==> src/rtl/core/q15au_pkg.sv <==
// ----------------------------------------------------------------------------
// q15au_pkg: shared types and constants of the Q15 arithmetic unit
// Operation and status codes, Q15 limits, divider pipeline geometry and the
// records that travel down the pipeline beside each item.
// ----------------------------------------------------------------------------
package q15au_pkg;

  // operation codes
  localparam logic [1:0] CMD_ADD = 2'd0;
  localparam logic [1:0] CMD_MUL = 2'd1;
  localparam logic [1:0] CMD_DIV = 2'd2;

  // status codes
  localparam logic [1:0] ST_OK   = 2'd0;
  localparam logic [1:0] ST_SAT  = 2'd1;
  localparam logic [1:0] ST_DIVZ = 2'd2;

  // Q15 limits
  localparam logic signed [15:0] Q15_MAX     = 16'sh7FFF;
  localparam logic signed [15:0] Q15_SYM_MIN = -16'sh7FFF;
  localparam logic signed [15:0] Q15_MIN     = 16'sh8000;
  localparam int Q15_FRAC = 15;

  // restoring divider: one quotient bit per step
  localparam int DIV_BITS        = Q15_FRAC;
  localparam int STEPS_PER_STAGE = 3;
  localparam int DIV_STAGES      = DIV_BITS / STEPS_PER_STAGE;

  // partial division state
  typedef struct packed {
    logic [15:0]         rem;   // running remainder, below dvsr on a divide not resolved early
    logic [DIV_BITS-1:0] quo;   // quotient magnitude bits so far
    logic [15:0]         dvsr;  // divisor magnitude, up to 2^15
  } div_t;

  // per-item record carried alongside the divider
  typedef struct packed {
    logic [1:0]         cmd;
    logic signed [15:0] res;      // final result unless a divide is in flight
    logic [1:0]         st;
    logic               div_neg;  // quotient sign
    logic               div_fast; // divide already resolved (zero or overflow)
  } tag_t;

endpackage

==> src/rtl/core/q15au_div_stage.sv <==
// ----------------------------------------------------------------------------
// q15au_div_stage: one register stage of the restoring divider
// Works STEPS quotient bits per cycle on unsigned magnitudes.
// ----------------------------------------------------------------------------
module q15au_div_stage #(
  parameter int STEPS = 3
) (
  input  logic             clk,
  input  logic             rst,
  input  logic             valid_in,
  input  q15au_pkg::div_t  div_in,
  output logic             valid_out,
  output q15au_pkg::div_t  div_out
);

  q15au_pkg::div_t div_next;

  // shift-compare-subtract, STEPS bits deep
  always_comb begin
    logic [16:0] shifted;
    div_next = div_in;
    for (int i = 0; i < STEPS; i++) begin
      shifted = {div_next.rem, 1'b0};
      if (shifted >= {1'b0, div_next.dvsr}) begin
        div_next.rem = 16'(shifted - {1'b0, div_next.dvsr});
        div_next.quo = {div_next.quo[q15au_pkg::DIV_BITS-2:0], 1'b1};
      end else begin
        div_next.rem = shifted[15:0];
        div_next.quo = {div_next.quo[q15au_pkg::DIV_BITS-2:0], 1'b0};
      end
    end
  end

  always_ff @(posedge clk) begin
    if (rst) begin
      valid_out <= 1'b0;
    end else begin
      valid_out <= valid_in;
    end
  end

  always_ff @(posedge clk) begin
    div_out <= div_next;
  end

endmodule

==> src/rtl/core/q15_arith_unit_top.sv <==
// ----------------------------------------------------------------------------
// q15_arith_unit_top: pipelined signed Q15 arithmetic unit
// Saturating add, multiply with arithmetic shift, and divide through a
// five-stage restoring divider. One item may enter every cycle.
//
//  Channel  | Handshake     | Fields
//  ---------+---------------+----------------------------------
//  input    | start / busy  | command, operand_a, operand_b
//  output   | done (strobe) | result, status
//
// Every item passes, from acceptance to its done strobe, through the input
// register, the operand/product stage, five divider stages of three quotient
// bits each, and the output register. Throughput is one item per cycle.
// Reset clears all valid bits; busy is high only during reset.
// The receiver cannot stall, so the pipeline never holds.
// ----------------------------------------------------------------------------
module q15_arith_unit_top (
  input  logic               clk,
  input  logic               rst,
  input  logic               start,
  output logic               busy,
  input  logic [1:0]         command,
  input  logic signed [15:0] operand_a,
  input  logic signed [15:0] operand_b,
  output logic               done,
  output logic signed [15:0] result,
  output logic [1:0]         status
);

  localparam int NSTG = q15au_pkg::DIV_STAGES;

  logic accept;

  // input register
  logic               v1;
  logic [1:0]         cmd1;
  logic signed [15:0] a1;
  logic signed [15:0] b1;

  // operand stage
  logic               v2;
  q15au_pkg::tag_t    tag2, tag2_next;
  q15au_pkg::div_t    div2, div2_next;
  logic signed [31:0] prod2;

  // divider stages
  logic            vd   [NSTG+1];
  q15au_pkg::div_t dd   [NSTG+1];
  q15au_pkg::tag_t tagd [NSTG+1];
  q15au_pkg::tag_t tag_mul;

  assign busy   = rst;
  assign accept = start && !busy;

  // input register
  always_ff @(posedge clk) begin
    if (rst) begin
      v1 <= 1'b0;
    end else begin
      v1 <= accept;
    end
  end

  always_ff @(posedge clk) begin
    cmd1 <= command;
    a1   <= operand_a;
    b1   <= operand_b;
  end

  // add result, divide set-up and special divide cases
  always_comb begin
    logic signed [16:0] sum;
    logic [15:0]        ma;
    logic [15:0]        mb;
    logic               neg;
    sum = {a1[15], a1} + {b1[15], b1};
    ma  = a1[15] ? 16'(-a1) : a1;
    mb  = b1[15] ? 16'(-b1) : b1;
    neg = a1[15] ^ b1[15];

    tag2_next          = '0;
    tag2_next.cmd      = cmd1;
    tag2_next.div_neg  = neg;
    tag2_next.res      = '0;
    tag2_next.st       = q15au_pkg::ST_OK;
    tag2_next.div_fast = 1'b0;

    div2_next.rem  = ma;
    div2_next.quo  = '0;
    div2_next.dvsr = mb;

    case (cmd1)
      q15au_pkg::CMD_ADD: begin
        if (sum > 17'(q15au_pkg::Q15_MAX)) begin
          tag2_next.res = q15au_pkg::Q15_MAX;
          tag2_next.st  = q15au_pkg::ST_SAT;
        end else if (sum < 17'(q15au_pkg::Q15_SYM_MIN)) begin
          tag2_next.res = q15au_pkg::Q15_SYM_MIN;
          tag2_next.st  = q15au_pkg::ST_SAT;
        end else begin
          tag2_next.res = sum[15:0];
        end
      end
      q15au_pkg::CMD_DIV: begin
        if (b1 == 16'sd0) begin
          tag2_next.div_fast = 1'b1;
          tag2_next.res = a1[15] ? q15au_pkg::Q15_SYM_MIN : q15au_pkg::Q15_MAX;
          tag2_next.st  = q15au_pkg::ST_DIVZ;
        end else if (ma >= mb) begin
          // quotient magnitude reaches 2^15; only -1.0 exactly fits
          tag2_next.div_fast = 1'b1;
          if (neg && ma == mb) begin
            tag2_next.res = q15au_pkg::Q15_MIN;
            tag2_next.st  = q15au_pkg::ST_OK;
          end else begin
            tag2_next.res = neg ? q15au_pkg::Q15_SYM_MIN : q15au_pkg::Q15_MAX;
            tag2_next.st  = q15au_pkg::ST_SAT;
          end
        end
      end
      default: begin
        tag2_next.res = '0;
        tag2_next.st  = q15au_pkg::ST_OK;
      end
    endcase
  end

  always_ff @(posedge clk) begin
    if (rst) begin
      v2 <= 1'b0;
    end else begin
      v2 <= v1;
    end
  end

  always_ff @(posedge clk) begin
    tag2  <= tag2_next;
    div2  <= div2_next;
    prod2 <= a1 * b1;
  end

  // multiply finish: floor shift by 15, -1.0 x -1.0 saturates
  always_comb begin
    tag_mul = tag2;
    if (tag2.cmd == q15au_pkg::CMD_MUL) begin
      if (prod2 == 32'sh4000_0000) begin
        tag_mul.res = q15au_pkg::Q15_MAX;
        tag_mul.st  = q15au_pkg::ST_SAT;
      end else begin
        tag_mul.res = prod2[30:15];
        tag_mul.st  = q15au_pkg::ST_OK;
      end
    end
  end

  assign vd[0]   = v2;
  assign dd[0]   = div2;
  assign tagd[0] = tag_mul;

  // divider pipeline, the record rides alongside
  for (genvar g = 0; g < NSTG; g++) begin : g_div
    q15au_div_stage #(
      .STEPS (q15au_pkg::STEPS_PER_STAGE)
    ) u_stage (
      .clk       (clk),
      .rst       (rst),
      .valid_in  (vd[g]),
      .div_in    (dd[g]),
      .valid_out (vd[g+1]),
      .div_out   (dd[g+1])
    );

    always_ff @(posedge clk) begin
      tagd[g+1] <= tagd[g];
    end
  end

  // output register: apply quotient sign
  q15au_pkg::tag_t tag_last;
  logic [15:0]     quo_ext;
  logic signed [15:0] result_next;
  logic [1:0]         status_next;

  assign tag_last = tagd[NSTG];
  assign quo_ext  = {1'b0, dd[NSTG].quo};

  always_comb begin
    result_next = tag_last.res;
    status_next = tag_last.st;
    if (tag_last.cmd == q15au_pkg::CMD_DIV && !tag_last.div_fast) begin
      result_next = tag_last.div_neg ? 16'(-quo_ext) : quo_ext;
      status_next = q15au_pkg::ST_OK;
    end
  end

  always_ff @(posedge clk) begin
    if (rst) begin
      done <= 1'b0;
    end else begin
      done <= vd[NSTG];
    end
  end

  always_ff @(posedge clk) begin
    result <= result_next;
    status <= status_next;
  end

  // every accepted item leaves with exactly one done strobe
  a_latency: assert property (@(posedge clk) disable iff (rst)
    done == $past(accept, 8))
    else $error("done strobe does not match accepted item");

  // the divider remainder must stay below the divisor
  a_rem_bound: assert property (@(posedge clk) disable iff (rst)
    (vd[NSTG] && tag_last.cmd == q15au_pkg::CMD_DIV && !tag_last.div_fast)
      |-> (dd[NSTG].rem < dd[NSTG].dvsr))
    else $error("divider remainder out of range");

  // a saturated result sits on one of the symmetric limits
  a_sat_value: assert property (@(posedge clk) disable iff (rst)
    (done && status == q15au_pkg::ST_SAT)
      |-> (result == q15au_pkg::Q15_MAX || result == q15au_pkg::Q15_SYM_MIN))
    else $error("saturated result off the limits");

endmodule
==> config.mk <==
export PLATFORM = sky130hd
export DESIGN_NAME = q15_arith_unit_top
export DESIGN_NICKNAME = d
export VERILOG_FILES = /design/src/rtl/core/q15au_pkg.sv /design/src/rtl/core/q15au_div_stage.sv /design/src/rtl/core/q15_arith_unit_top.sv
export SDC_FILE = /design/constraint.sdc
export NUM_CORES = 2
export LEC_CHECK = 0
export ABC_AREA = 1
export BUFFER_PORTS_ARGS = -buffer_cell sky130_fd_sc_hd__buf_4
export CAP_MARGIN = 20
export CORE_MARGIN = 2
export CORE_UTILIZATION = 35
export CTS_BUF_LIST = sky130_fd_sc_hd__clkbuf_8
export CTS_CLUSTER_DIAMETER = 30
export DETAILED_ROUTE_END_ITERATION = 12
export GPL_TIMING_DRIVEN = 0
export PLACE_DENSITY = 0.6
export SLEW_MARGIN = 20
export SYNTH_ARGS = -nofsm -noshare
export SYNTH_HDL_FRONTEND = slang
export SYNTH_HIERARCHICAL = 1
export SYNTH_SLANG_ARGS = --single-unit
==> constraint.sdc <==
create_clock -name clk -period 8 [get_ports clk]
set_input_delay 0.8 -clock clk [delete_from_list [all_inputs] [get_ports clk]]
set_output_delay 0.8 -clock clk [all_outputs]
set_load 0.02 [all_outputs]
==> out/results.ini <==
[status]
run_status=completed

[sta]
worst_pin_slew_ns=0.8925
slew_headroom_pct=40.50
fin_crit_sh_pct=94.60
fin_worst_skew_ns=0.04931
finalHoldViolCount=0
max_freq_mhz=132.1
setup_viol=0
rsz0062_at_grt=false
finalCriticalPeriod_ns=7.568
drv_slew=0
setup_tns_ns=0

[floorplanning]
ios=57
die_y_um=328.2
dieArea_um2=107700
core_um2=103900
die_w_um=328.2
rows=118
start_util_pct=35.38

[worst_setup_path]
worstPathRequired_ns=8.62
arrival_ns=8.18
timing_worst_setup_path_type=reg2reg
start_kind=flop
cp-end-kind=flop
cp_max_fo=10

[placement]
io_buffers=56
gp_congestion=0.9538
hpwl_um=88730

[grt]
grt_max_degree=13
met2_usage_pct=34.41
met1_usage_pct=25.49
grt_pass1_wl_um=169600
grtUsageMet3_pct=2.645
antenna_found_initial=1
top_usage_layer=met2
overflow=0
grt_use_total_pct=19.97
grt_pass1_vias=31610

[yosys]
avgSynthCellArea_um2=7.324
synthCells=5021
synth_nets=5674
synth_warnings=6
synth_area_um2=36780

[cts]
clock-sinks=429
root_buffer=clkbuf_8
cts_hold_buf=0
max-clock-path-buffers=3
clk_latency_ns=0.70
cts_buffers=83
cts_max_level=3
cts_tree=yes
postCtsSetupBuffers=0
clkTransAtPathRegs_ns=0.06
cts_resized=0

[run]
cap_violations=0

[route]
drcViolationCount=0
routed_wl_um=105800
postRouteAntennaNets=0
vias=31500
post_drt_wl_per_cell_um=16.02
drt_first_pass_iters=5
drt-initial-drc-count=2123
vias_per_cell=4.769

[layout]
area_growth_pct=10.77
final_nets=5815
layout-drive-gt1-share_pct=7.312

[min_path]
holdCritPathClass=in2reg

==> metrics by stage <==
| stage | hold slack [ns] | area [um2] | utilization (%) | setup slack (ns) | instances |
|---|---|---|---|---|---|
| final | 0.2143 | 40740 | 39.19 | 0.4317 | 6606 |
| after floorplan | 0.3096 | 36780 | - | 2.028 | 5021 |
| after CTS | 0.1335 | 40730 | 39.19 | 0.4317 | 6604 |
| after detailed placement | 0.3121 | 38920 | 37.45 | 0.4618 | 6457 |
| after global routing | 0.1550 | 40730 | 39.19 | 0.06847 | 6605 |
| after global placement | 0.3105 | 38920 | 37.45 | 0.4690 | 6457 |
==> worst max-delay path, stage by stage (launching register included) <==
cell      delay [ns]
dfxtp_1         0.45
clkbuf_1        0.47
clkbuf_1        0.66
nand2_1         0.33
fa_1            0.63
inv_1           0.08
fa_1            0.96
fa_1            0.54
fa_1            0.49
fa_1            0.55
inv_1           0.06
fa_1            0.61
inv_1           0.06
ha_1            0.37
nand2_1         0.12
nor4_1          0.41
nand3b_1        0.13
nand3_1         0.14
nand3_1         0.08
nand2_1         0.10
nand2_1         0.06
nand2_1         0.06
xor2_1          0.13
==> worst paths after layout <==
kind,startpoint,end,slack [ns],depth (start not counted)
worst max-delay path,a1[15]$_DFF_P_,prod2[29]$_DFF_P_,0.43,22
worst min-delay path,command[1],cmd1[1]$_DFF_P_,0.21,1
worst min register to register,tagd[71]$_DFF_P_,tagd[49]$_DFF_P_,0.32,0
worst max register to register,a1[15]$_DFF_P_,prod2[29]$_DFF_P_,0.43,22
==> flip-flops by register name, summed over array words and instances, names as in the netlist, 16 cells and up <==
name                   cells
prod2                     32
result                    16
tag_last                  22
a1                        16
b1                        16
tagd                      88
dd                        32
g_div.u_stage/div_out    173
tag2                      22
==> layer usage <==
metal	up-vias	part of all wire (%)
met5	-	0
met4	0	3.4
met3	183	5.2
met2	850	47
met1	14620	44
li1	15850	-
==> final cells by class <==
class                      instances  area [um2]
inverter                         920        3471
sequential                       429        8588
antenna                            2       5.005
timing repair buffer              56       420.4
clock buffer                      96        1321
fill                           10990       63200
multi-input combinational       3562       24140
tap                             1380        1727
clock inverter                    51       488.0
buffer                           110       575.6
==> cells in the final DEF, fill, tap and decap left out, types with 15 or more instances in the layout <==
cell	count
clkbuf_8	96
xor2_1	158
inv_1	899
nor3_1	28
nor2_1	261
a31oi_1	27
inv_2	20
a21oi_1	224
clkbuf_1	59
nand3_1	194
ha_1	348
xnor2_1	97
buf_4	75
fa_1	268
o21bai_1	17
dfxtp_1	429
nand3b_1	18
nand2_2	27
nor4_1	26
o21ai_0	165
clkinv_2	15
nand2_1	1503
nand3_2	20
nand4_1	38
Power is not shown: default switching activity piles up to over one toggle a cycle in this logic, so the estimate is an artifact.
